### config.mk
export PLATFORM = sky130hd
export DESIGN_NAME = ack_bit_serial_transmitter
export DESIGN_NICKNAME = d
export VERILOG_FILES = /design/src/rtl/abst_pkg.sv /design/src/rtl/ack_bit_serial_transmitter.sv /design/src/rtl/abst_step.sv
export SDC_FILE = /design/constraint.sdc
export NUM_CORES = 1
export LEC_CHECK = 0
export ABC_AREA = 1
export BUFFER_PORTS_ARGS = -buffer_cell sky130_fd_sc_hd__buf_2
export CAP_MARGIN = 20
export CORE_MARGIN = 5
export CORE_UTILIZATION = 55
export DETAILED_ROUTE_END_ITERATION = 6
export GPL_TIMING_DRIVEN = 1
export PLACE_DENSITY = 0.88
export SETUP_SLACK_MARGIN = 0.3
export SYNTH_ARGS = -nofsm -noshare
export SYNTH_HDL_FRONTEND = slang
export SYNTH_SLANG_ARGS = --single-unit
### constraint.sdc
create_clock -name clk_i -period 2.6 [get_ports clk_i]
set_input_delay 0.65 -clock clk_i [delete_from_list [all_inputs] [get_ports clk_i]]
set_output_delay 0.65 -clock clk_i [all_outputs]
set_load 0.005 [all_outputs]
### src/rtl/abst_pkg.sv
package abst_pkg;

  // Input item kinds
  localparam logic [1:0] KIND_BYTE = 2'd0;
  localparam logic [1:0] KIND_ACK  = 2'd1;
  localparam logic [1:0] KIND_TICK = 2'd2;

  // Result events
  localparam logic [1:0] EV_BIT   = 2'd0;
  localparam logic [1:0] EV_BYTE  = 2'd1;
  localparam logic [1:0] EV_MSG   = 2'd2;
  localparam logic [1:0] EV_ERROR = 2'd3;

  // Configuration register map
  localparam int unsigned CFG_IDX_W  = 2;
  localparam int unsigned CFG_DATA_W = 16;
  localparam logic [CFG_IDX_W-1:0] CFG_TIMEOUT    = 2'd0;
  localparam logic [CFG_IDX_W-1:0] CFG_RETRY_LIM  = 2'd1;
  localparam logic [CFG_IDX_W-1:0] CFG_TERMINATOR = 2'd2;

  localparam logic [15:0] TIMEOUT_RST    = 16'd100;
  localparam logic [7:0]  RETRY_LIM_RST  = 8'd10;
  localparam logic [7:0]  TERMINATOR_RST = 8'd4;

  localparam logic [7:0]  RETRY_MAX = 8'hFF;
  localparam logic [2:0]  LAST_BIT  = 3'd7;

  typedef struct packed {
    logic [1:0] kind;
    logic [7:0] data_byte;
    logic       last_byte;
  } in_item_t;

  typedef struct packed {
    logic [1:0] event_res;
    logic       bit_value;
    logic       is_retry;
  } out_item_t;

  typedef struct packed {
    logic [15:0] timeout_ticks;
    logic [7:0]  retry_limit;
    logic [7:0]  terminator_code;
  } cfg_t;

  // Transmitter state apart from the wait timer, whose width is a parameter
  typedef struct packed {
    logic [7:0] shift_byte;
    logic [2:0] bit_pos;
    logic [7:0] retry_cnt;
    logic       busy;
    logic       term_pending;
    logic       sending_term;
  } tx_state_t;

endpackage

### src/rtl/ack_bit_serial_transmitter.sv
// Stop-and-wait bit-serial transmitter.
// Input channel (in_valid_i / in_stall_o / in_item_i): one beat per item.
//   A byte beat starts a byte when idle and is dropped when busy; an
//   acknowledge beat advances to the next bit; a tick beat counts toward the
//   timeout, then the bit is resent as a retry or, past the retry limit, fails.
// Output channel (out_valid_o / out_stall_i / out_item_o): zero or one beat
//   per input item - a bit symbol, byte done, message done or retry error.
// Each accepted item waits in the input register until the result slot frees;
//   its result, if any, is then captured in the result register.
// Throughput: one item per cycle while out_stall_i is low; the state update
//   is a single pass through abst_step between the input and result registers.
// When the receiver stalls, the result register holds its beat and the input
//   register holds one more item; beyond that in_stall_o rises.
// Reset (rst_ni low, asynchronous) empties both registers, returns the
//   block to idle and loads the register defaults: timeout 100 ticks, retry
//   limit 10, terminator byte 4. Write configuration only while idle.
module ack_bit_serial_transmitter #(
  parameter int unsigned TIMER_BITS = 16
) (
  input  logic                                clk_i,
  input  logic                                rst_ni,
  input  logic                                in_valid_i,
  output logic                                in_stall_o,
  input  abst_pkg::in_item_t                  in_item_i,
  output logic                                out_valid_o,
  input  logic                                out_stall_i,
  output abst_pkg::out_item_t                 out_item_o,
  input  logic                                cfg_we_i,
  input  logic [abst_pkg::CFG_IDX_W-1:0]      cfg_idx_i,
  input  logic [abst_pkg::CFG_DATA_W-1:0]     cfg_data_i
);
  import abst_pkg::*;

  cfg_t                  cfg_q;
  tx_state_t             st_q, st_d;
  logic [TIMER_BITS-1:0] timer_q, timer_d;

  logic                  in_vld_q;
  in_item_t              in_item_q;
  logic                  out_vld_q;
  out_item_t             out_item_q;

  logic                  res_vld;
  out_item_t             res;
  logic                  slot_free;
  logic                  advance;
  logic                  in_take;

  // The result slot frees when empty or when its beat leaves this cycle
  assign slot_free  = !out_vld_q || !out_stall_i;
  assign advance    = in_vld_q && slot_free;
  assign in_stall_o = in_vld_q && !slot_free;
  assign in_take    = in_valid_i && !in_stall_o;

  // Configuration registers
  always_ff @(posedge clk_i or negedge rst_ni) begin
    if (!rst_ni) begin
      cfg_q <= '{timeout_ticks: TIMEOUT_RST, retry_limit: RETRY_LIM_RST,
                 terminator_code: TERMINATOR_RST};
    end else if (cfg_we_i) begin
      unique case (cfg_idx_i)
        CFG_TIMEOUT:    cfg_q.timeout_ticks   <= cfg_data_i;
        CFG_RETRY_LIM:  cfg_q.retry_limit     <= cfg_data_i[7:0];
        CFG_TERMINATOR: cfg_q.terminator_code <= cfg_data_i[7:0];
        default: begin
          // unmapped index: drop the write
        end
      endcase
    end
  end

  // Input register: hold the beat until the result slot can take it
  always_ff @(posedge clk_i or negedge rst_ni) begin
    if (!rst_ni) begin
      in_vld_q <= 1'b0;
    end else if (in_take) begin
      in_vld_q <= 1'b1;
    end else if (advance) begin
      in_vld_q <= 1'b0;
    end
  end

  always_ff @(posedge clk_i) begin
    if (in_take) begin
      in_item_q <= in_item_i;
    end
  end

  abst_step #(
    .TIMER_BITS (TIMER_BITS)
  ) u_step (
    .cur_i     (st_q),
    .timer_i   (timer_q),
    .cfg_i     (cfg_q),
    .item_i    (in_item_q),
    .nxt_o     (st_d),
    .timer_o   (timer_d),
    .res_vld_o (res_vld),
    .res_o     (res)
  );

  // Transmitter state advances once per processed item
  always_ff @(posedge clk_i or negedge rst_ni) begin
    if (!rst_ni) begin
      st_q    <= '0;
      timer_q <= '0;
    end else if (advance) begin
      st_q    <= st_d;
      timer_q <= timer_d;
    end
  end

  // Result register
  always_ff @(posedge clk_i or negedge rst_ni) begin
    if (!rst_ni) begin
      out_vld_q <= 1'b0;
    end else if (advance && res_vld) begin
      out_vld_q <= 1'b1;
    end else if (!out_stall_i) begin
      out_vld_q <= 1'b0;
    end
  end

  always_ff @(posedge clk_i) begin
    if (advance && res_vld) begin
      out_item_q <= res;
    end
  end

  assign out_valid_o = out_vld_q;
  assign out_item_o  = out_item_q;

endmodule

### src/rtl/abst_step.sv
module abst_step #(
  parameter int unsigned TIMER_BITS = 16
) (
  input  abst_pkg::tx_state_t      cur_i,
  input  logic [TIMER_BITS-1:0]    timer_i,
  input  abst_pkg::cfg_t           cfg_i,
  input  abst_pkg::in_item_t       item_i,
  output abst_pkg::tx_state_t      nxt_o,
  output logic [TIMER_BITS-1:0]    timer_o,
  output logic                     res_vld_o,
  output abst_pkg::out_item_t      res_o
);
  import abst_pkg::*;

  localparam int unsigned CMP_W = (TIMER_BITS > 16) ? TIMER_BITS : 16;

  logic [TIMER_BITS-1:0] timer_inc;
  logic                  timeout_hit;
  logic [2:0]            nxt_pos;

  // Saturating tick count; fire at the timeout or when the timer tops out
  assign timer_inc   = (&timer_i) ? timer_i : timer_i + TIMER_BITS'(1);
  assign timeout_hit = (CMP_W'(timer_inc) >= CMP_W'(cfg_i.timeout_ticks)) || (&timer_inc);
  assign nxt_pos     = cur_i.bit_pos + 3'd1;

  always_comb begin
    nxt_o     = cur_i;
    timer_o   = timer_i;
    res_vld_o = 1'b0;
    res_o     = '{event_res: EV_BIT, bit_value: 1'b0, is_retry: 1'b0};
    unique case (item_i.kind)
      KIND_BYTE: begin
        if (!cur_i.busy) begin
          nxt_o.shift_byte   = item_i.data_byte;
          nxt_o.bit_pos      = '0;
          nxt_o.retry_cnt    = '0;
          nxt_o.busy         = 1'b1;
          nxt_o.term_pending = item_i.last_byte;
          nxt_o.sending_term = 1'b0;
          timer_o            = '0;
          res_vld_o          = 1'b1;
          res_o.bit_value    = item_i.data_byte[0];
        end
      end
      KIND_ACK: begin
        if (cur_i.busy) begin
          res_vld_o = 1'b1;
          priority if (cur_i.bit_pos != LAST_BIT) begin
            nxt_o.bit_pos   = nxt_pos;
            timer_o         = '0;
            res_o.bit_value = cur_i.shift_byte[nxt_pos];
          end else if (cur_i.sending_term) begin
            nxt_o.busy         = 1'b0;
            nxt_o.sending_term = 1'b0;
            nxt_o.term_pending = 1'b0;
            res_o.event_res    = EV_MSG;
          end else if (cur_i.term_pending) begin
            // chain the terminator byte with a fresh retry budget
            nxt_o.term_pending = 1'b0;
            nxt_o.sending_term = 1'b1;
            nxt_o.shift_byte   = cfg_i.terminator_code;
            nxt_o.bit_pos      = '0;
            nxt_o.retry_cnt    = '0;
            timer_o            = '0;
            res_o.bit_value    = cfg_i.terminator_code[0];
          end else begin
            nxt_o.busy      = 1'b0;
            timer_o         = '0;
            res_o.event_res = EV_BYTE;
          end
        end
      end
      KIND_TICK: begin
        if (cur_i.busy) begin
          if (!timeout_hit) begin
            timer_o = timer_inc;
          end else begin
            timer_o   = '0;
            res_vld_o = 1'b1;
            if (cur_i.retry_cnt > cfg_i.retry_limit) begin
              nxt_o.busy         = 1'b0;
              nxt_o.term_pending = 1'b0;
              nxt_o.sending_term = 1'b0;
              res_o.event_res    = EV_ERROR;
            end else begin
              if (cur_i.retry_cnt != RETRY_MAX) begin
                nxt_o.retry_cnt = cur_i.retry_cnt + 8'd1;
              end
              res_o.bit_value = cur_i.shift_byte[cur_i.bit_pos];
              res_o.is_retry  = 1'b1;
            end
          end
        end
      end
      default: begin
        // unused kind: drop
      end
    endcase
  end

endmodule

==> metrics.cfg, run 1 <==
[outcome]
status=finished, violations left
violations=negative setup slack

[timing]
tightest_slew_ps=645
rsz0062_at_grt=true
drv_slew=0
fin_tns_setup_ps=-15750
setup_ws_ps=-505
setup_viol=36
fin_crit_ps=3110
finalHoldViolCount=0
relSlewSlack_pct=57.0
fmax_mhz=322
skew_ps=14.4
fin_crit_sh_pct=119

[worst_setup_path]
startpoint=timer_q[1]$_DFFE_PN0P_
slowest_delay_ps=430
required_ps=2900
cp-end-kind=flop
r2r_start=timer_q[1]$_DFFE_PN0P_
worstSetupPathType=reg2reg
arrival_ps=3400
cp_max_fo=8
reg2reg_depth=16
crit_path_top_delay_cell=dfrtp_2
reg2reg_setup_slack_ps=-510
start_kind=flop
worstPathCellList=ha_4 -> nand2_4 -> nor2_4 -> nand4_4 -> nand3_2 -> ha_4 -> a21oi_1 -> o21ai_0 -> a21oi_1 -> o21ai_2 -> nor2_4 -> nand3_4 -> buf_6 -> inv_8 -> nand3_2 -> o21ai_1
r2r-end=timer_q[14]$_DFFE_PN0P_

[die]
die_h_um=107
die_area_sq_um=11400
row_count=35
ioPinCount=40
fp.dieW_um=107
initial_utilization_pct=56.3
fp.coreArea_sq_um=9200

[finish]
nets=782
fin_util_pct=70.8
area_growth_pct=25.9
drive_above_1_share_pct=31.2
fillerInstances=614
n_antenna_cell=0

[clocking]
clk_pin_slew_worst_paths_ps=100
cts_tree=done
cts_buffers=9
cts_root_buf=clkbuf_8
insertion_delay_ps=380
clock_sinks=87
clockBufferDepth=2
cts.htree.levels=3
cts_hold_buf=0

[global_route]
grt_max_degree=48
grt_pass1_vias=4804
grt_overflow_total=0
grt_first_pass_wirelength_mm=22.8
grt.total_usage_pct=25.0
grt_antenna_before_repair=0

[hold_path]
hold_class=in2async

[place]
place.gp.congestion=0.918
io_buffers=39
hpwlAfterDp_mm=9.74

[detailed_routing]
drt_iter0_drc=605
drtPass1Iterations=6
wire_per_inst_um=18.6
drt.antenna.violating_nets=0
vias=5000
vias_per_cell=6.01
drc=0
drt_wl_total_mm=15.5

[yosys]
syn-num-nets=686
ys_seq_area_share_pct=43.7
synth.distinct_cells=41
synth_seq_cells=87
mappedNetlistArea_sq_um=5170
yosysWarnings=0
syn_avg_cell_area_sq_um=8.35
synth_cells=620

[pwr]
powerDensity_nw_per_um2=581
finalPower_w=0.00378
peakVddDrop_v=0.000352
power.leakage_nw=3.14

[flow_run]
drv_cap=0

==> timing repair <==
action                                  CTS  global route
buffers inserted                          5             5
pin swaps                                 8            31
endpoints found under the setup margin   36            45
hold endpoints to repair                  0             0
cloned                                    2             0
gates resized for setup                  14            52
==> registers in the layout (all words and copies together), names as in the netlist <==
| signal | count |
|---|---|
| st_q | 22 |
| in_item_q | 11 |
| in_vld_q | 1 |
| out_valid_o | 1 |
| out_item_o | 4 |
| cfg_q | 32 |
| timer_q | 16 |
==> metrics by stage <==
stage | instances | cell area, sq um | worst slack, ps | hold slack (ps)
2_1_floorplan | 620 | 5250 | -52.3 | 354
3_3_place_gp | 804 | 5880 | -218 | 469
3_5_place_dp | 804 | 5880 | -320 | 480
4_1_cts | 827 | 6220 | -223 | 304
5_1_grt | 832 | 6510 | -482 | 319
6_report | 832 | 6510 | -505 | 279
==> final cells by class <==
class,count,area [sq um],area share [%]
multi-input cells,428,2860,43.9
well taps,111,139,2.13
repair buffers,98,686,10.5
inverters,91,353,5.42
repair inverters,1,11.3,0.173
clock buffers,9,124,1.90
clock inverters,7,82.6,1.27
flip-flops and latches,87,2260,34.7
==> kinds of logic (layout without fill, tap and decap cells) <==
kind of cell | after synthesis | after routing | share of synthesized area, %
compound gates | 123 | 123 | 12.9
xor+xnor | 9 | 9 | 1.52
fa+ha+maj | 32 | 32 | 7.74
buf+inv | 106 | 206 | 8.51
flops | 87 | 87 | 43.7
mux | 5 | 5 | 1.09
simple gates | 258 | 259 | 24.6
==> report_power, final <==
group | internal [W] | switching, W
clock | 0.000466 | 0.000568
combinational | 0.000398 | 0.000607
sequential | 0.00159 | 0.000153
==> cell usage in the layout (no fill, tap or decap), types with 4 or more instances in the layout <==
cell      count
mux2_2        5
nand3_4       4
a21oi_1      26
o21ai_1      31
inv_8         4
nand3_1      27
nor2_4        9
buf_6         6
ha_4         11
edfxtp_1     15
nand2_4       5
nand3b_1      4
a21oi_2       8
dfrtp_1      65
buf_4        51
inv_2         4
inv_1        84
nand4_1       9
nand3_2      23
buf_2        39
nand2_1     111
clkbuf_8      9
a22o_1        4
o21ai_0      40
nand2_2      18
o211ai_1      4
ha_1         21
dfstp_2       6
nor2_1       36
xor2_1        7
nor2_2        5
==> synth_stat cells (all sizes together) <==
cell type / number / area share (%)
a21oi: 34 / 3.3
o311ai: 1 / 0.17
xor2: 7 / 1.2
edfxtp: 15 / 8.7
inv: 89 / 6.6
a31oi: 1 / 0.12
o211ai: 4 / 0.58
a221oi: 3 / 0.51
nand2: 135 / 10
nand3: 54 / 6.9
a22o: 4 / 0.68
nor2: 50 / 4.6
mux2: 5 / 1.1
clkinv: 2 / 0.15
ha: 32 / 7.7
a21boi: 1 / 0.15
o21ai: 74 / 7.2
o221ai: 1 / 0.17
xnor2: 2 / 0.34
nand3b: 4 / 0.58
buf: 5 / 0.89
clkbuf: 10 / 0.92
dfstp: 6 / 3.0
dfrtp: 66 / 32
nand4: 11 / 1.7
nor3: 4 / 0.39
==> metal layers <==
| metal | global-route usage (%) | vias to the layer above | share of wire [%] |
|---|---|---|---|
| li1 | - | 2255 | - |
| met1 | 31.4 | 2353 | 39 |
| met2 | 41.2 | 303 | 48 |
| met3 | 5.96 | 89 | 7.7 |
| met4 | 10.8 | 0 | 5.1 |
| met5 | 0 | - | 0 |
==> worst max-delay path: cells and delay by family (launching register included) <==
kind | cells | cell delay (ps)
flip-flops | 1 | 430
buffers and inverters | 2 | 270
AND/OR/NAND/NOR | 7 | 1130
adder cells (fa/ha/maj) | 2 | 410
AO/OA/AOI/OAI | 5 | 770
==> how the worst max path moves through the flow <==
stage,slack [ps],endpoint,cells after the start
floorplan,-50,out_item_o[0]$_SDFFCE_PN0P_,18
finish,-510,timer_q[14]$_DFFE_PN0P_,16
global route,-480,timer_q[14]$_DFFE_PN0P_,16
CTS,-220,out_item_o[3]$_DFFE_PP_,17
global placement,-220,out_item_o[3]$_DFFE_PP_,18
detailed placement,-320,out_item_o[3]$_DFFE_PP_,16
Note: power is estimated with default switching activity, not from simulation.
==> run 2: changes to the inputs <==
--- a/config.mk
+++ b/config.mk
@@ -14,6 +14,7 @@
 export GPL_TIMING_DRIVEN = 1
 export PLACE_DENSITY = 0.88
 export SETUP_SLACK_MARGIN = 0.3
+export SKIP_CTS_REPAIR_TIMING = 1
 export SYNTH_ARGS = -nofsm -noshare
 export SYNTH_HDL_FRONTEND = slang
 export SYNTH_SLANG_ARGS = --single-unit
==> metrics.cfg, run 2 (synthesis gave the netlist of run 1 again) <==
[outcome]
status=finished, violations left
violations=negative setup slack

[timing]
relSlewSlack_pct=58.4
setup_ws_ps=-318
rsz0062_at_grt=true
whs_ps=274
fin_tns_setup_ps=-8300
drv_slew=0
finalHoldViolCount=0
skew_ps=13.1
fmax_mhz=343
tightest_slew_ps=624
fin_crit_sh_pct=112
setup_viol=36
fin_crit_ps=2920

[global_route]
grt_first_pass_wirelength_mm=21.6
grt_overflow_total=0
grt_max_degree=48
grt_pass1_vias=4542
grt.total_usage_pct=23.6
grt_antenna_before_repair=0

[worst_setup_path]
cp_max_fo=5
r2r_start=timer_q[1]$_DFFE_PN0P_
worstPathCellList=ha_4 -> nand2_2 -> nor2_4 -> nand2_4 -> nor2_2 -> nand3_1 -> nand2_2 -> inv_1 -> ha_1 -> inv_1 -> a21oi_2 -> o21ai_1 -> a21oi_1 -> o21ai_1 -> nor2_2 -> nand2_2 -> nand2_4 -> nand3_2 -> nand2_2 -> inv_2
cp_num_buf_inv=3
worstSetupPathType=reg2reg
crit_path_top_delay_cell=dfrtp_1
required_ps=2700
arrival_ps=3020
cp-end-kind=flop
critical-path-top-delay-family=simple AND/OR/NAND/NOR gates
cpMostUsedCell=nand2_2
startpoint=timer_q[1]$_DFFE_PN0P_
start_kind=flop
reg2reg_setup_slack_ps=-320
slowest_delay_ps=430

[place]
hpwlAfterDp_mm=9.74
place.gp.congestion=0.918
place_area_sq_um=5880
io_buffers=39

[finish]
final_cell_mix=nand2_1, inv_1, dfrtp_1, buf_4, o21ai_0
design_area_sq_um=6210
area_growth_pct=20.0
drive_above_1_share_pct=26.1
n_antenna_cell=0
nets=775
reg.largest.list=cfg_q: 32 flops, st_q: 22 flops, timer_q: 16 flops
largest_reg_flops=32
final_common_cell=nand2_1
regMostFlops=cfg_q

[clocking]
clockBufferDepth=2
cts.htree.levels=3
insertion_delay_ps=380
clock_sinks=87
cts_root_buf=clkbuf_8
cts_buffers=9
cts_tree=done
clk_pin_slew_worst_paths_ps=100

[detailed_routing]
drtPass1Iterations=5
drt.antenna.violating_nets=0
wire_per_inst_um=16.3
vias=4752
drt_wl_total_mm=13.5
drc=0
vias_per_cell=5.76
drt_iter0_drc=337

[pwr]
switching_share_pct=34.2
clkPwrFrac_pct=27.9
powerDensity_nw_per_um2=593
peakVddDrop_v=0.000348
netSwitchingPower_w=0.00126
p_int_w=0.00242
power.leakage_nw=3.08
p_seq_share_pct=47.3
combPwrFrac_pct=24.8

[die]
fp.dieW_um=107
row_count=35
ioPinCount=40
die_area_sq_um=11400
initial_utilization_pct=56.3
fp.coreArea_sq_um=9200
die_h_um=107

[flow_run]
drv_cap=0

[hold_path]
hold_class=in2async

run 2: changes by cell type in the layout (fill, tap and decap cells not counted), moves of 6 or more:
cell     previous run  this run
a21oi_1            26        32
a21oi_2             8         2
ha_1               21        29
ha_4               11         3
nand2_1           111       120
nand2_2            18        12
run 2: area by class of cell:
cell class | instances | area (sq um)
clock buffer | 9 | 124
tap | 111 | 139
fill | 703 | 2990
clock inverter | 7 | 82.6
timing repair buffer | 92 | 622
multi-input combinational | 428 | 2630
inverter | 91 | 354
sequential | 87 | 2260
run 2: path summary, 6_finish.rpt:
path	to	cells after the start
worst max-delay path	out_item_o[3]$_DFFE_PP_	20
worst min-delay path	cfg_q[27]$_DFFE_PN0P_	1
worst max register to register	out_item_o[3]$_DFFE_PP_	20
worst min register to register	cfg_q[9]$_DFFE_PN1P_	2
max in group asynchronous	cfg_q[2]$_DFFE_PN1P_	2
min in group clk_i	in_item_q[3]$_DFFE_PP_	1
run 2: through the flow:
step,std cells,total power [W],utilization [%],setup slack (ps)
floorplan,620,0.00230,-,-52.3
global placement,804,0.00255,64.0,-218
detailed placement,804,0.00262,64.0,-320
CTS,820,0.00363,66.2,-366
global route,825,0.00386,67.5,-470
finish,825,0.00368,67.5,-318
run 2: power groups by stage:
stage	Sequential, W	Combinational (W)	Clock (W)
after floorplan	0.00170	0.000596	0
after global placement	0.00174	0.000807	0
after detailed placement	0.00175	0.000869	0
after CTS	0.00173	0.000876	0.00103
after global routing	0.00176	0.00101	0.00110
final	0.00174	0.000914	0.00103
run 2: metal layers:
layer,global-route usage [%],vias up,wire length (um)
met5,0,-,0
met4,6.76,0,351
met3,4.52,42,871
met2,39.7,238,6610
met1,31.1,2232,5620
li1,-,2240,-
run 2: worst register-to-register path: stages (launching register included):
cell,delay (ps)
dfrtp_1,430
ha_4,170
nand2_2,70
nor2_4,230
nand2_4,110
nor2_2,160
nand3_1,130
nand2_2,110
inv_1,50
ha_1,180
inv_1,70
a21oi_2,50
o21ai_1,120
a21oi_1,70
o21ai_1,160
nor2_2,90
nand2_2,150
nand2_4,80
nand3_2,70
nand2_2,60
inv_2,90
